==> src/rtl/core/fpfir_pkg.sv <==
`timescale 1ns / 1ps
// ----------------------------------------------------------------------------
// fpfir_pkg: shared types and constants of the Q15 FIR filter
// Tap count, arithmetic widths, item codes and the per-cell control bundle.
// ----------------------------------------------------------------------------
package fpfir_pkg;

  // Number of taps (1 to 256); only slots below 16 can be written
  localparam int TAPS       = 16;
  localparam int SMP_W      = 16;
  localparam int IDX_W      = 4;
  localparam int PROD_W     = 2 * SMP_W;
  localparam int IDX_SLOTS  = 2 ** IDX_W;

  // Adder tree: at least one registered level, leaves padded to a power of two
  localparam int TREE_LVL   = ($clog2(TAPS) < 1) ? 1 : $clog2(TAPS);
  localparam int LEAVES     = 2 ** TREE_LVL;
  localparam int ACC_W      = PROD_W + TREE_LVL;

  // Q15 rounding: half away from zero
  localparam int FRAC_W     = 15;
  localparam int RND_W      = FRAC_W + SMP_W;
  localparam logic [RND_W-1:0] RND_POS = RND_W'(2 ** (FRAC_W - 1));
  localparam logic [RND_W-1:0] RND_NEG = RND_W'(2 ** (FRAC_W - 1) - 1);

  // Input tdata layout, lowest bit first
  localparam int IN_DATA_W  = ((SMP_W + IDX_W + SMP_W + 7) / 8) * 8;

  // Item kind carried in in_tuser
  typedef enum logic {
    MODE_SAMPLE = 1'b0,
    MODE_COEF   = 1'b1
  } mode_t;

  // Per-cell control: shift and coefficient shared by all cells, write enable per cell
  typedef struct packed {
    logic                    shift;
    logic                    coef_we;
    logic signed [SMP_W-1:0] coef;
  } cell_ctl_t;

endpackage

==> src/rtl/core/fpfir_sum_tree.sv <==
`timescale 1ns / 1ps
// ----------------------------------------------------------------------------
// fpfir_sum_tree: registered adder tree over the tap products
// Heap-indexed nodes, one register level per tree level, advancing on adv.
// ----------------------------------------------------------------------------
module fpfir_sum_tree (
  input  logic                                   clk,
  input  logic                                   rst_n,
  input  logic                                   adv,
  input  logic                                   in_vld,
  input  logic signed [fpfir_pkg::PROD_W-1:0]    prod [fpfir_pkg::TAPS],
  output logic signed [fpfir_pkg::ACC_W-1:0]     root,
  output logic                                   root_vld
);

  logic signed [fpfir_pkg::ACC_W-1:0] leaf   [fpfir_pkg::LEAVES];
  logic signed [fpfir_pkg::ACC_W-1:0] node_r [1:fpfir_pkg::LEAVES-1];
  logic [fpfir_pkg::TREE_LVL-1:0]     vld_r;

  // Sign-extend the products; pad unused leaves with zero
  for (genvar k = 0; k < fpfir_pkg::LEAVES; k++) begin : g_leaf
    if (k < fpfir_pkg::TAPS) begin : g_used
      assign leaf[k] = fpfir_pkg::ACC_W'(prod[k]);
    end else begin : g_pad
      assign leaf[k] = '0;
    end
  end

  // One adder per node, each registered
  for (genvar i = 1; i < fpfir_pkg::LEAVES; i++) begin : g_node
    if (i >= fpfir_pkg::LEAVES / 2) begin : g_bottom
      always_ff @(posedge clk) begin
        if (adv) begin
          node_r[i] <= leaf[2*i - fpfir_pkg::LEAVES] + leaf[2*i + 1 - fpfir_pkg::LEAVES];
        end
      end
    end else begin : g_inner
      always_ff @(posedge clk) begin
        if (adv) begin
          node_r[i] <= node_r[2*i] + node_r[2*i + 1];
        end
      end
    end
  end

  // Valid bit per tree level: shift in the product stage valid
  always_ff @(posedge clk) begin
    if (!rst_n) begin
      vld_r <= '0;
    end else if (adv) begin
      vld_r <= fpfir_pkg::TREE_LVL'({vld_r, in_vld});
    end
  end

  assign root     = node_r[1];
  assign root_vld = vld_r[fpfir_pkg::TREE_LVL-1];

endmodule

==> config.mk <==
export PLATFORM = sky130hd
export DESIGN_NAME = fpfir_sum_tree
export DESIGN_NICKNAME = d
export VERILOG_FILES = /design/src/rtl/core/fpfir_pkg.sv /design/src/rtl/core/fpfir_sum_tree.sv
export SDC_FILE = /design/constraint.sdc
export NUM_CORES = 1
export LEC_CHECK = 0
export ABC_CLOCK_PERIOD_IN_PS = 8320
export BUFFER_PORTS_ARGS = -buffer_cell sky130_fd_sc_hd__buf_2
export CAP_MARGIN = 20
export CORE_MARGIN = 1
export CORE_UTILIZATION = 64
export DETAILED_ROUTE_END_ITERATION = 16
export GPL_ROUTABILITY_DRIVEN = 0
export PLACE_DENSITY = 0.9
export SLEW_MARGIN = 20
export SYNTH_ARGS = -nofsm -noshare
export SYNTH_HDL_FRONTEND = slang
export SYNTH_SLANG_ARGS = --single-unit
==> constraint.sdc <==
create_clock -name clk -period 8.32 [get_ports clk]
set_input_delay 1.664 -clock clk [delete_from_list [all_inputs] [get_ports clk]]
set_output_delay 1.664 -clock clk [all_outputs]
set_load 0.05 [all_outputs]
==> flow_metrics.tcl <==
set metrics [dict create \
    outcome "completed" \
    fillers 4167 \
    ant_nets 0 \
    setup_viol_count_final 0 \
    rr_worst_depth 12 \
    rows 90 \
    tns_ns 0 \
    avgRoutedWirePerCell_um 19.28 \
    min_period_over_period_pct 62.98 \
    die_h_um 251.0 \
    grt_max_degree 131 \
    p_leak_uw 0.01957 \
    critPathKind "input port to register" \
    crit_path_end_kind "register" \
    holdBufCountCts 0 \
    critPathMaxFanout 3 \
    cts_buffer_depth 3 \
    cts.sinks 520 \
    syn2layout_area_growth_pct 12.82 \
    required_ns 8.66 \
    core-area_mm2 0.06081 \
    ios 553 \
    yosys_warnings 0 \
    wirelength_mm 100.7 \
    hold_viol_final 0 \
    final-seq-area_mm2 0.01557 \
    fin_crit_ns 5.240 \
    initial_core_util_pct 65.27 \
    portBuffers 552 \
    synth_top_area_share_pct 39.04 \
    cp.arrival_ns 5.58 \
    post-cts-setup-buffer-count 0 \
    max-slew-margin-rel_pct 28.01 \
    nets 5412 \
    yosys.cell_types.count 77 \
    drc 0 \
    cp-start-kind "input port" \
    track_usage_pct 30.93 \
    synth_nets 4899 \
    htree_levels 2 \
    antenna_found_initial 9 \
    rsz0062_at_grt "no" \
    synthArstFlopShare_pct 0 \
    cts_made_buffers 54 \
    r2r_start "node_r[0][540]" \
    grt-ovfl-total 0 \
    yosysSeqAreaShare_pct 39.24 \
    grt_pass1_wl_mm 157.4 \
    cts.repair.resized 0 \
    dieArea_mm2 0.06301 \
    place_ws_ns 2.579 \
    setup_ws_ns 3.080 \
    drive_gt1_share_pct 15.20 \
    ys_ff_latch 520 \
    ctsRootBufferMaster "clkbuf_16" \
    cts_tree "yes" \
    fmax_mhz 190.9 \
    die_w_um 251.0 \
    dominantRegCellSynth "edfxtp_1" \
    worstSkewPairLatency_ns 0.61 \
    powerDensity_mw_per_mm2 310.7 \
    timing.rr.end "node_r[0][284]" \
    drt_iter0_markers 2868 \
    clkTransAtPathRegs_ns 0.06 \
    grt_pass1_vias 31390 \
    cp-endpoint "node_r[0][316]" \
    avgSynthCellArea_um2 10.24 \
    tightestPinTransition_ns 1.080 \
    synth_area_mm2 0.03969 \
    slew_viol_final 0 \
    hold_slack_ns 0.5115 \
    vias 32990 \
    netlist_top_cells_count "516 x edfxtp_1, 493 x ha_1, 413 x a21oi_1" \
    dr.pass1.iters 6 \
    synthTopCellsByArea "edfxtp_1 39%, ha_1 16%, xnor2_1 6.0%" \
    synth.largest_area_cell "edfxtp_1" \
    synth_edf_count 516 \
    yosysMostFrequentCell "edfxtp_1" \
    hold_path.class "register to register" \
    dp_hpwl_mm 78.81 \
    max_cap_violations 0 \
    finalClockSkew_ns 0.02219 \
    ir_worst_vdd_mv 0.2212 \
    multiInputGateArea_mm2 0.02321 \
    reg2reg_setup_slack_ns 4.33 \
    finalPower_uw 13910 \
    syn_inst 3875 \
    crit_start "prod[448]" \
    viasPerCell 6.319 \
]
worst min-delay path by stage:
stage	start	cells after the start	end
after floorplan	vld_r[0]	2	vld_r[0]
after global placement	vld_r[1]	2	vld_r[1]
after detailed placement	vld_r[3]	2	vld_r[3]
after CTS	vld_r[3]	2	vld_r[3]
after global routing	vld_r[3]	2	vld_r[3]
final	vld_r[3]	2	vld_r[3]
logic make-up after synthesis:
family / after synthesis / share of synthesized area, %
and+or+nand+nor: 844 / 10.25
DFF: 520 / 39.24
adders and majority gates: 508 / 16.30
muxes: 8 / 0.2081
buffers and inverters: 204 / 2.270
xor gates and xnor gates: 434 / 9.578
AOI/OAI and AO/OA: 1357 / 22.15
layer usage:
layer,GRT usage (%),vias up,wire [um]
li1,-,15770,-
met4,14.01,0,4629
met5,0,-,0
met2,50.53,1497,46680
met3,4.846,312,7676
met1,40.63,15410,41680
layout by cell type, fill, tap and decap left out, drive strengths merged, types with 70 or more instances in the layout:
| cell type | count |
|---|---|
| a21o | 261 |
| nand2 | 218 |
| nand3 | 74 |
| xnor2 | 272 |
| o21a | 72 |
| nor2 | 227 |
| edfxtp | 516 |
| a21oi | 413 |
| inv | 105 |
| buf | 558 |
| o21bai | 70 |
| xor2 | 162 |
| o21ai | 229 |
| ha | 493 |
final cells by class:
| class | instances | share of cell area [%] |
|---|---|---|
| antenna | 10 | 0.05589 |
| clock buffer | 62 | 3.133 |
| clock inverter | 35 | 0.7406 |
| inverter | 103 | 0.8635 |
| multi-input combinational | 3151 | 51.84 |
| sequential | 520 | 34.79 |
| tap | 782 | 2.185 |
| timing repair buffer | 558 | 6.394 |
worst max-delay path, stage by stage:
cell and delay, ns:
buf_2 0.10, ha_1 0.21, fa_1 0.46, a211o_1 0.35, a2111oi_0 0.76, o31ai_1 0.18, a21o_1 0.25, a221oi_1 0.55
o21ai_1 0.23, a21boi_0 0.41, o21ai_0 0.22, xor2_1 0.18
stage by stage:
step	cells	util (%)	area [um^2]
3_5_place_dp	5113	70.69	42990
4_1_cts	5210	73.54	44720
6_report	5221	73.63	44770
5_1_grt	5220	73.63	44770
2_1_floorplan	3875	-	39690
3_3_place_gp	5113	70.69	42990
flip-flops by register name, summed over array words and instances, names as in the netlist:
name	cells
vld_r	4
node_r	516
power breakdown:
part	leakage (uW)	switching, uW	internal [uW]	total [uW]
registers	0.00508	398	4140	4530
logic	0.0137	4130	2840	6960
clock network	0.000824	1020	1390	2410
total	0.0196	5550	8360	13900
(Power assumes the default switching activity.)
