$ cat src/rtl/core/fpfir_pkg.sv
`timescale 1ns / 1ps
// ----------------------------------------------------------------------------
// fpfir_pkg: shared types and constants of the Q15 FIR filter
// Tap count, arithmetic widths, item codes and the per-cell control bundle.
// ----------------------------------------------------------------------------
package fpfir_pkg;

  // Number of taps (1 to 256); only slots below 16 can be written
  localparam int TAPS       = 16;
  localparam int SMP_W      = 16;
  localparam int IDX_W      = 4;
  localparam int PROD_W     = 2 * SMP_W;
  localparam int IDX_SLOTS  = 2 ** IDX_W;

  // Adder tree: at least one registered level, leaves padded to a power of two
  localparam int TREE_LVL   = ($clog2(TAPS) < 1) ? 1 : $clog2(TAPS);
  localparam int LEAVES     = 2 ** TREE_LVL;
  localparam int ACC_W      = PROD_W + TREE_LVL;

  // Q15 rounding: half away from zero
  localparam int FRAC_W     = 15;
  localparam int RND_W      = FRAC_W + SMP_W;
  localparam logic [RND_W-1:0] RND_POS = RND_W'(2 ** (FRAC_W - 1));
  localparam logic [RND_W-1:0] RND_NEG = RND_W'(2 ** (FRAC_W - 1) - 1);

  // Input tdata layout, lowest bit first
  localparam int IN_DATA_W  = ((SMP_W + IDX_W + SMP_W + 7) / 8) * 8;

  // Item kind carried in in_tuser
  typedef enum logic {
    MODE_SAMPLE = 1'b0,
    MODE_COEF   = 1'b1
  } mode_t;

  // Per-cell control: shift and coefficient shared by all cells, write enable per cell
  typedef struct packed {
    logic                    shift;
    logic                    coef_we;
    logic signed [SMP_W-1:0] coef;
  } cell_ctl_t;

endpackage

$ cat src/rtl/core/fpfir_cell.sv
`timescale 1ns / 1ps
// ----------------------------------------------------------------------------
// fpfir_cell: one tap of the FIR chain
// Holds one delayed sample and one coefficient, passes its sample to the
// next cell on a shift and registers the product of the new sample and tap.
// ----------------------------------------------------------------------------
module fpfir_cell (
  input  logic                                   clk,
  input  logic                                   rst_n,
  input  fpfir_pkg::cell_ctl_t                   ctl,
  input  logic signed [fpfir_pkg::SMP_W-1:0]     x_in,
  output logic signed [fpfir_pkg::SMP_W-1:0]     x_out,
  output logic signed [fpfir_pkg::PROD_W-1:0]    prod
);

  logic signed [fpfir_pkg::SMP_W-1:0]  x_r;
  logic signed [fpfir_pkg::SMP_W-1:0]  c_r;
  logic signed [fpfir_pkg::PROD_W-1:0] prod_r;
  logic signed [fpfir_pkg::PROD_W-1:0] prod_nxt;

  // Product of the sample arriving at this tap and its coefficient
  assign prod_nxt = x_in * c_r;

  // Delay and coefficient state, cleared on reset
  always_ff @(posedge clk) begin
    if (!rst_n) begin
      x_r <= '0;
      c_r <= '0;
    end else begin
      if (ctl.shift) begin
        x_r <= x_in;
      end
      if (ctl.coef_we) begin
        c_r <= ctl.coef;
      end
    end
  end

  // Capture the product with the shift
  always_ff @(posedge clk) begin
    if (ctl.shift) begin
      prod_r <= prod_nxt;
    end
  end

  assign x_out = x_r;
  assign prod  = prod_r;

endmodule

$ cat config.mk
export PLATFORM = sky130hd
export DESIGN_NAME = fpfir_cell
export DESIGN_NICKNAME = d
export VERILOG_FILES = /design/src/rtl/core/fpfir_pkg.sv /design/src/rtl/core/fpfir_cell.sv
export SDC_FILE = /design/constraint.sdc
export NUM_CORES = 1
export LEC_CHECK = 0
export BUFFER_PORTS_ARGS = -buffer_cell sky130_fd_sc_hd__buf_4
export CAP_MARGIN = 40
export CORE_ASPECT_RATIO = 1.25
export CORE_MARGIN = 2
export CORE_UTILIZATION = 35
export CTS_CLUSTER_SIZE = 40
export DETAILED_ROUTE_END_ITERATION = 6
export PLACE_DENSITY = 0.56
export SKIP_CTS_REPAIR_TIMING = 1
export SYNTH_ARGS = -nofsm -noshare
export SYNTH_HDL_FRONTEND = slang
export SYNTH_SLANG_ARGS = --single-unit
export TNS_END_PERCENT = 100
$ cat constraint.sdc
create_clock -name clk -period 10.6 [get_ports clk]
set_input_delay 1.06 -clock clk [delete_from_list [all_inputs] [get_ports clk]]
set_output_delay 1.06 -clock clk [all_outputs]
set_load 0.03 [all_outputs]
==> PnR_summary.wiki, run 1 <==
{| class="wikitable"
! Metric !! Value
|-
| Run status || completed
|-
| Chip height || 211 um
|-
| Number of setup violations in the final report || 0
|-
| Start-to-end type of the worst setup path || primary input to register
|-
| Cell type with the largest total area after synthesis || fa_1
|-
| Placement row count || 75
|-
| Worst Tran Pin Value || 0.915 ns
|-
| Switching Power || 1310 uW
|-
| Register bit count reported by yosys || 64
|-
| Final worst slack || 4.02 ns
|-
| Most common flop cell mapped by yosys || edfxtp_1
|-
| Port Buffer Count || 83
|-
| FFs w/ async S/R, synth || 0%
|-
| Violation count after the first detailed-route iteration || 350
|-
| RSZ-0062 raised after global routing || false
|-
| Antenna violations before repair || 0
|-
| Global-route met3 utilization || 2.25%
|-
| Clock power frac || 11.3%
|-
| Number of global-route vias before repair || 9226
|-
| Routability congestion estimate from global placement || 0.862
|-
| Util after Layout || 39.6%
|-
| Ys Warns || 0
|-
| Average cell area after synthesis || 9.84 um^2
|-
| Area growth from synthesis to final layout || 10.9%
|-
| Most repeated cell in the gate-level netlist after synthesis || inv_1
|-
| Maximum resistive drop on vdd || 0.215 mV
|-
| Area of the core region || 33700 um^2
|-
| Slew HR || 38.9%
|-
| Finished Cell Area || 13300 um^2
|-
| Drc violations || 0
|-
| Internal power of the cells || 1370 uW
|-
| Die W || 170 um
|-
| Number of diodes || 0
|-
| Fin crit period || 6.58 ns
|-
| Slew Viols, Final || 0
|-
| Placed inst area || 13000 um^2
|-
| Total detailed-routing wirelength || 29900 um
|-
| Clock transition at the registers of the reported paths || 0.06 ns
|-
| Die Area || 35800 um^2
|-
| Average via count per standard cell || 4.82
|-
| Routing usage on met1 || 21.1%
|-
| Sequential area share after synthesis || 13.3%
|-
| Period Utilization, post-route || 62.1%
|-
| Worst min-delay path class || register to register
|-
| Maximum level of the CTS H-tree || 3
|-
| Endpoint class of the critical path || register
|-
| Combinational share of power || 72.6%
|-
| Final Hold Vio Count || 0
|-
| Hpwl dp || 23800 um
|-
| Synthesized cell area || 12000 um^2
|-
| Library cells used by synthesis || 49
|-
| Worst EP required || 10.70 ns
|-
| Most used standard cells in the synthesized netlist || 286 x inv_1, 262 x fa_1, 130 x nand2_1
|-
| Busiest layer in global routing || met2
|-
| Worst clock skew || 0.00878 ns
|-
| Clock buffers created by TritonCTS || 9
|-
| Number of ports placed on the die boundary || 84
|-
| Clock insertion delay at the later pin of the skew report || 0.35 ns
|-
| Sequential cell fraction of total power || 16.1%
|-
| Detailed-router iteration count before antenna repair || 7
|-
| WP data arrival || 6.68 ns
|-
| Wire length per cell || 17.5 um
|-
| Clock tree from TritonCTS || yes
|-
| Peak clock frequency supported by timing || 152 MHz
|-
| Via Count || 8218
|-
| Number of nets in the final layout || 1656
|-
| Overflow left after global routing || 0
|-
| Mapped Cells || 1221
|-
| Max FO, Critical Path || 17
|-
| Number of filler instances in the final layout || 3350
|-
| Number of flops mapped to enable cells by yosys || 32
|-
| Element type at the critical path start || primary input
|-
| Global-route wire length before repair || 48900 um
|-
| Buffer levels on the longest clock path || 2
|-
| Number of routed nets with antenna violations || 0
|-
| LEAKAGE || 0.00670 uW
|-
| Met2 routing resource usage after global routing || 32.7%
|-
| Sw Share || 48.9%
|-
| Syn_nets || 1601
|-
| Setup TNS || 0 ns
|-
| Power Total || 2680 uW
|-
| Gr usage total || 18.0%
|-
| Fraction of final layout cells sized beyond drive strength 1 || 8.90%
|-
| Cell types occupying the most area after synthesis || fa_1 44%, inv_1 8.9%, ha_1 8.5%
|-
| Clock Sinks || 64
|-
| Setup Slack @ Placement || 3.59 ns
|-
| Yosys top cell area share || 43.6%
|-
| Number of violations of the max-capacitance limit || 0
|-
| Largest net degree at the start of global routing || 49
|-
| Initial standard-cell utilization of the core || 35.7%
|-
| Clk root buf || clkbuf_16
|-
| Areal power density over the cells || 201 nW/um^2
|}
[cells in the final DEF, fill, tap and decap left out, drive strengths merged, types with 2 or more instances in the layout]
cell and n:
mux2i 32, nand3b 2, nand2 130, ha 82, o21ai 12, edfxtp 32
nor2b 33, a21oi 23, nand2b 7, a221oi 2, o21bai 3, buf 88
a211oi 4, nor3 3, or4b 2, dfxtp 32, inv 289, clkbuf 11
nand4 6, xnor2 24, nor2 24, and2 125, a31oi 6, nor4 2
and3 4, o211ai 3, clkinv 2, fa 262, xor2 8, o21a 3
a21o 12, o2111ai 2, nand3 2
[flip-flops by register name, summed over array words and instances, names as in the netlist]
name	cells
prod	32
c_r	16
x_out	16
[cells by family (layout without fill, tap and decap cells)]
group | after synthesis | after routing | synth area share (%)
adders and majority gates | 344 | 344 | 52.2
buffers and inverters | 330 | 390 | 10.4
muxes | 32 | 32 | 2.67
and+or+nand+nor | 343 | 343 | 14.7
xor gates and xnor gates | 32 | 32 | 2.33
DFF | 64 | 64 | 13.3
AOI/OAI and AO/OA | 76 | 76 | 4.33
[critical path: stages]
cell and delay, ns:
buf_4 0.18, nand2_1 0.11, inv_1 0.09, fa_1 0.64
fa_1 0.88, fa_1 0.53, fa_1 0.51, fa_1 0.50
inv_1 0.05, fa_1 0.48, inv_1 0.04, ha_1 0.33
a21oi_1 0.22, nand2_1 0.11, and4_1 0.23, a21bo_2 0.22
a21boi_2 0.19, a31oi_1 0.22, xnor2_1 0.08
[power groups by stage]
stage	logic, uW	registers (uW)	clock network, uW
2_1_floorplan	1340	534	0
3_3_place_gp	1930	436	0
3_5_place_dp	1940	434	0
4_1_cts	1960	431	311
5_1_grt	2200	436	322
6_report	1940	431	302
[path summary, 6_finish.rpt]
| kind | end | cells after the start | slack [ns] | start |
|---|---|---|---|---|
| setup reg to reg | prod[31]$_DFFE_PP_ | 18 | 4.10 | c_r[15]$_SDFFE_PN0P_ |
| hold reg to reg | x_out[7]$_SDFFE_PN0P_ | 2 | 0.52 | x_out[7]$_SDFFE_PN0P_ |
| hold / removal | x_out[7]$_SDFFE_PN0P_ | 2 | 0.52 | x_out[7]$_SDFFE_PN0P_ |
| setup / recovery | prod[31]$_DFFE_PP_ | 19 | 4.02 | x_in[15] |
[layout make-up]
cell class,instances,area [um^2],area share [%]
timing repair buffer,88,661,4.96
clock buffer,11,264,1.98
multi-input combinational,827,9160,68.8
tap,423,529,3.97
clock inverter,5,35.0,0.263
inverter,286,1070,8.06
sequential,64,1600,12.0
[per-layer routing]
metal	share of wire, %	routed length (um)	vias up
met5	0	0	-
met1	40	12000	4222
met3	3.2	965	67
met4	4.4	1320	0
met2	52	15600	176
li1	-	-	3753
[per-stage QoR]
step                instances  hold WS (ns)
finish                   1704         0.522
CTS                      1704         0.524
detailed placement       1688         0.510
global placement         1688         0.500
global route             1704         0.549
floorplan                1221         0.534
Power figures use the tool's default switching activity.
==> run 2, diff against run 1 <==
Clock period 10.6 ns to 6.1 ns, I/O delays scaled along.
==> PnR_summary.wiki, run 2 (same netlist as run 1, synthesis figures left out) <==
{| class="wikitable"
! Metric !! Value
|-
| Run status || completed (unchanged)
|-
| Critical Path Start || c_r[11]$_SDFFE_PN0P_ (was x_in[15])
|-
| Worst EP required || 6.19 ns (was 10.70 ns)
|-
| Number of cells on the worst hold path || 2 (unchanged)
|-
| Placement row count || 75 (unchanged)
|-
| Most common cell after layout, fill and taps aside || inv_1 (unchanged)
|-
| Via Count || 8490 (was 8218)
|-
| Max FO, Critical Path || 8 (was 17)
|-
| Maximum level of the CTS H-tree || 3 (unchanged)
|-
| Area growth from synthesis to final layout || 17.8% (was 10.9%)
|-
| Violation count after the first detailed-route iteration || 344 (was 350)
|-
| Die W || 170 um (unchanged)
|-
| Number of ports placed on the die boundary || 84 (unchanged)
|-
| Number of global-route vias before repair || 9758 (was 9226)
|-
| Endpoint class of the critical path || register (unchanged)
|-
| Wire length per cell || 17.0 um (was 17.5 um)
|-
| Clock insertion delay at the later pin of the skew report || 0.35 ns (about the same)
|-
| Area of the core region || 33700 um^2 (unchanged)
|-
| Most frequent cells in the layout || 286 x inv_1, 262 x fa_1, 174 x buf_4 (was 286 x inv_1, 262 x fa_1, 130 x nand2_1)
|-
| Number of routed nets with antenna violations || 0 (unchanged)
|-
| Global-route wire length before repair || 50900 um (was 48900 um)
|-
| Number of nets in the final layout || 1749 (was 1656)
|-
| Gr usage total || 18.5% (was 18.0%)
|-
| Setup TNS || 0 ns (unchanged)
|-
| Worst clock skew || 0.00592 ns (was 0.00878 ns)
|-
| Number of diodes || 0 (unchanged)
|-
| Buffer levels on the longest clock path || 2 (unchanged)
|-
| Slew Viols, Final || 0 (unchanged)
|-
| Hpwl dp || 26100 um (was 23800 um)
|-
| Power Total || 5240 uW (was 2680 uW)
|-
| Slew HR || 49.6% (was 38.9%)
|-
| Clock tree from TritonCTS || yes (unchanged)
|-
| Port Buffer Count || 83 (unchanged)
|-
| Largest net degree at the start of global routing || 49 (unchanged)
|-
| Capturing point of the worst reg2reg path || prod[28]$_DFFE_PP_ (was prod[31]$_DFFE_PP_)
|-
| WP data arrival || 5.96 ns (was 6.68 ns)
|-
| Length in cells of the worst reg-to-reg path || 20 (was 18)
|-
| Initial standard-cell utilization of the core || 35.7% (unchanged)
|-
| Clock transition at the registers of the reported paths || 0.06 ns (about the same)
|-
| Maximum resistive drop on vdd || 0.483 mV (was 0.215 mV)
|-
| Antenna violations before repair || 0 (unchanged)
|-
| Drc violations || 0 (unchanged)
|-
| Die Area || 35800 um^2 (unchanged)
|-
| Detailed-router iteration count before antenna repair || 4 (was 7)
|-
| LEAKAGE || 0.00719 uW (was 0.00670 uW)
|-
| Areal power density over the cells || 370 nW/um^2 (was 201 nW/um^2)
|-
| Total detailed-routing wirelength || 30600 um (was 29900 um)
|-
| Number of violations of the max-capacitance limit || 0 (unchanged)
|-
| Fraction of final layout cells sized beyond drive strength 1 || 15.9% (was 8.90%)
|-
| Worst reg-to-reg setup slack || 0.23 ns (was 4.10 ns)
|-
| Period Utilization, post-route || 96.2%
|-
| Fin crit period || 5.87 ns
|-
| Start-to-end type of the worst setup path || register to register (was primary input to register)
|-
| Final Hold Vio Count || 0 (unchanged)
|-
| Clock buffers created by TritonCTS || 9 (unchanged)
|-
| Crit Reg-Reg Startpoint || c_r[11]$_SDFFE_PN0P_ (was c_r[15]$_SDFFE_PN0P_)
|-
| Largest register FFs || 32 (unchanged)
|-
| Hold path startpoint || x_out[6]$_SDFFE_PN0P_ (was x_out[7]$_SDFFE_PN0P_)
|-
| Clock Sinks || 64 (unchanged)
|-
| Worst Tran Pin Value || 0.756 ns (was 0.915 ns)
|-
| Routability congestion estimate from global placement || 0.864 (was 0.862)
|-
| Chip height || 211 um (unchanged)
|-
| Number of setup violations in the final report || 0 (unchanged)
|-
| Worst min-delay path class || register to register (unchanged)
|-
| Overflow left after global routing || 0 (unchanged)
|-
| Terminating pin of the worst hold path || x_out[6]$_SDFFE_PN0P_ (was x_out[7]$_SDFFE_PN0P_)
|-
| Element type at the critical path start || register (was primary input)
|-
| Clk root buf || clkbuf_16 (unchanged)
|-
| Peak clock frequency supported by timing || 170 MHz
|-
| Average via count per standard cell || 4.72 (was 4.82)
|}
==> run 2: final cells by class <==
| class | count | area [um^2] |
|---|---|---|
| inverter | 286 | 1070 |
| multi-input combinational | 827 | 9200 |
| sequential | 64 | 1610 |
| timing repair buffer | 181 | 1450 |
| fill | 3293 | 19500 |
| clock buffer | 10 | 250 |
| clock inverter | 6 | 46.3 |
| tap | 423 | 529 |
==> run 2: through the flow <==
stage / setup WS, ns / cell area (um^2) / hold WS [ns] / utilization (%) / cells
5_1_grt: -0.00121 / 14200 / 0.539 / 42.0 / 1797
3_3_place_gp: -0.219 / 13800 / 0.498 / 41.0 / 1781
6_report: 0.231 / 14200 / 0.519 / 42.0 / 1797
3_5_place_dp: -0.249 / 13800 / 0.507 / 41.0 / 1781
2_1_floorplan: 0.00313 / 12000 / 0.534 / - / 1221
4_1_cts: -0.0761 / 14100 / 0.516 / 41.9 / 1797
==> run 2: worst max-delay path by stage <==
stage / cells past startpoint / end
2_1_floorplan: 19 / prod[31]$_DFFE_PP_
3_3_place_gp: 22 / prod[31]$_DFFE_PP_
3_5_place_dp: 21 / prod[31]$_DFFE_PP_
4_1_cts: 21 / prod[31]$_DFFE_PP_
5_1_grt: 20 / prod[31]$_DFFE_PP_
6_report: 20 / prod[28]$_DFFE_PP_
==> run 2: metal layers <==
layer | GRT usage, % | up-vias | part of all wire [%]
li1 | - | 3938 | -
met1 | 20.3 | 4351 | 38
met2 | 36.3 | 139 | 56
met3 | 2.08 | 62 | 2.4
met4 | 6.98 | 0 | 3.7
met5 | 0 | - | 0
==> run 2: worst max-delay path: stages (launching register included) <==
cell and delay, ns:
dfxtp_1 0.43, buf_4 0.22, and2_1 0.15, fa_1 0.49, inv_1 0.05, fa_1 0.52, inv_1 0.05, fa_1 0.53
fa_1 0.44, fa_1 0.49, inv_1 0.05, fa_1 0.47, inv_1 0.04, ha_1 0.32, and2_1 0.21, a221oi_1 0.29
o21ai_1 0.15, nand2_2 0.15, nand4_1 0.17, a21oi_1 0.25, xnor2_1 0.12
==> run 2: report_power, final <==
| part | leakage, uW | internal (uW) | total (uW) | switching, uW |
|---|---|---|---|---|
| sequential | 0.000581 | 686 | 738 | 51.9 |
| combinational | 0.00646 | 1810 | 3970 | 2160 |
| clock | 0.000149 | 305 | 534 | 229 |
| total | 0.00719 | 2800 | 5240 | 2440 |
==> run 3, diff against run 2 <==
Settings changed: REMOVE_ABC_BUFFERS set to 1.
==> PnR_summary.wiki, run 3 (same netlist as run 1, synthesis figures left out) <==
{| class="wikitable"
! Metric !! Value
|-
| Run status || completed (unchanged)
|-
| Placed inst area || 13500 um^2 (was 13800 um^2)
|-
| Number of ports placed on the die boundary || 84 (unchanged)
|-
| Worst EP required || 6.19 ns (about the same)
|-
| Total detailed-routing wirelength || 30700 um (was 30600 um)
|-
| Number of filler instances in the final layout || 3401 (was 3293)
|-
| Post-Place Cells || 1752 (was 1781)
|-
| Clock tree from TritonCTS || yes (unchanged)
|-
| Initial standard-cell utilization of the core || 35.7% (unchanged)
|-
| Number of setup violations in the final report || 0 (unchanged)
|-
| Placement row count || 75 (unchanged)
|-
| Most frequent cells in the layout || 286 x inv_1, 262 x fa_1, 151 x buf_4 (was 286 x inv_1, 262 x fa_1, 174 x buf_4)
|-
| Via Count || 8495 (was 8490)
|-
| Clock buffers created by TritonCTS || 9 (unchanged)
|-
| Final worst slack || 0.305 ns (was 0.231 ns)
|-
| Number of global-route vias before repair || 9460 (was 9758)
|-
| Setup Slack @ Placement || -0.0937 ns (was -0.249 ns)
|-
| Global-route wire length before repair || 49500 um (was 50900 um)
|-
| Routability congestion estimate from global placement || 0.849 (was 0.864)
|-
| Util after Layout || 41.1% (was 42.0%)
|-
| Element type at the critical path start || register (unchanged)
|-
| Port Buffer Count || 83 (unchanged)
|-
| Area growth from synthesis to final layout || 15.1% (was 17.8%)
|-
| Wire length per cell || 17.4 um (was 17.0 um)
|-
| Number of violations of the max-capacitance limit || 0 (unchanged)
|-
| Fin crit period || 5.80 ns (was 5.87 ns)
|-
| Most common cell after layout, fill and taps aside || inv_1 (unchanged)
|-
| Slew HR || 48.3% (was 49.6%)
|-
| Fraction of final layout cells sized beyond drive strength 1 || 13.8% (was 15.9%)
|-
| Overflow left after global routing || 0 (unchanged)
|-
| Start-to-end type of the worst setup path || register to register (unchanged)
|-
| RSZ-0062 raised after global routing || false
|-
| Buffer levels on the longest clock path || 2 (unchanged)
|-
| WP data arrival || 5.88 ns (was 5.96 ns)
|-
| Clock insertion delay at the later pin of the skew report || 0.35 ns (about the same)
|-
| LEAKAGE || 0.00702 uW (was 0.00719 uW)
|-
| Max FO, Critical Path || 10 (was 8)
|-
| Areal power density over the cells || 352 nW/um^2 (was 370 nW/um^2)
|-
| Die W || 170 um (unchanged)
|-
| Worst Tran Pin Value || 0.776 ns (was 0.756 ns)
|-
| Hpwl dp || 25600 um (was 26100 um)
|-
| Number of diodes || 0 (unchanged)
|-
| Number of routed nets with antenna violations || 0 (unchanged)
|-
| Worst min-delay path class || primary input to register (was register to register)
|-
| Worst clock skew || 0.0131 ns (was 0.00592 ns)
|-
| Endpoint class of the critical path || register (unchanged)
|-
| Average via count per standard cell || 4.80 (was 4.72)
|-
| Largest net degree at the start of global routing || 49 (unchanged)
|-
| Maximum level of the CTS H-tree || 3 (unchanged)
|-
| Antenna violations before repair || 0 (unchanged)
|-
| Gr usage total || 18.2% (was 18.5%)
|-
| Drc violations || 0 (unchanged)
|-
| Detailed-router iteration count before antenna repair || 5 (was 4)
|-
| Largest register FFs || 32 (unchanged)
|-
| Period Utilization, post-route || 95.0% (was 96.2%)
|-
| Violation count after the first detailed-route iteration || 414 (was 344)
|-
| Die Area || 35800 um^2 (unchanged)
|-
| Final instance count without filler cells || 1768 (was 1797)
|-
| Area of the core region || 33700 um^2 (unchanged)
|-
| Slew Viols, Final || 0 (unchanged)
|-
| Maximum resistive drop on vdd || 0.252 mV (was 0.483 mV)
|-
| Final Hold Vio Count || 0 (unchanged)
|-
| Finished Cell Area || 13800 um^2 (was 14200 um^2)
|-
| Number of nets in the final layout || 1720 (was 1749)
|-
| Clock transition at the registers of the reported paths || 0.07 ns (was 0.06 ns)
|-
| Clk root buf || clkbuf_16 (unchanged)
|-
| Peak clock frequency supported by timing || 173 MHz (was 170 MHz)
|-
| Clock Sinks || 64 (unchanged)
|-
| Chip height || 211 um (unchanged)
|}
[run 3: cell types whose count changed in the layout (fill, tap and decap cells not counted), moves of 2 or more]
cell      before  now
buf_12         7    1
buf_4        174  151
clkbuf_8       0    2
dfxtp_1       27   25
dfxtp_2        5    7
inv_6          3    1
[run 3: area by class of cell]
cell class	instances	area, um^2	area share [%]
inverters	286	1070	7.76
multi-input cells	827	9160	66.2
clock buffers	12	278	2.01
clock inverters	4	30.0	0.217
repair buffers	152	1150	8.34
flip-flops and latches	64	1610	11.6
well taps	423	529	3.82
[run 3: worst paths after layout]
path | start | endpoint | slack (ns) | cells after the start
setup / recovery | c_r[4]$_SDFFE_PN0P_ | prod[31]$_DFFE_PP_ | 0.30 | 20
hold / removal | ctl[14] | c_r[14]$_SDFFE_PN0P_ | 0.52 | 3
setup reg to reg | c_r[4]$_SDFFE_PN0P_ | prod[31]$_DFFE_PP_ | 0.30 | 20
hold reg to reg | x_out[7]$_SDFFE_PN0P_ | x_out[7]$_SDFFE_PN0P_ | 0.52 | 2
[run 3: critical path: stages, from the launching register on]
cell and delay, ns:
dfxtp_1 0.30, buf_4 0.17, and2_1 0.17, fa_1 0.53, inv_1 0.05, fa_1 0.47, fa_1 0.51, inv_1 0.07
fa_1 0.49, fa_1 0.49, inv_1 0.05, fa_1 0.53, inv_1 0.06, ha_1 0.34, and3_1 0.22, nand4_1 0.15
o21ba_1 0.24, and3_1 0.19, a21boi_2 0.25, a31oi_1 0.14, xnor2_1 0.13
[run 3: where the power goes]
part	internal, uW	switching, uW	total [uW]
Combinational	1600	1990	3590
Sequential	686	48.2	734
Clock	326	226	551
Total	2610	2270	4880
[run 3: metal layers]
metal | GRT usage, % | up-vias | routed length [um]
li1 | - | 3881 | -
met1 | 22.0 | 4375 | 12300
met2 | 33.1 | 183 | 16400
met3 | 2.12 | 56 | 915
met4 | 6.66 | 0 | 1070
met5 | 0 | - | 0
[run 3: stage by stage]
| step | TNS, ns | hold slack (ns) | total power (uW) |
|---|---|---|---|
| floorplan | 0 | 0.534 | 3200 |
| global placement | -0.0338 | 0.497 | 4350 |
| detailed placement | -0.156 | 0.511 | 4380 |
| CTS | 0 | 0.504 | 4950 |
| global route | 0 | 0.512 | 5360 |
| finish | 0 | 0.518 | 4880 |
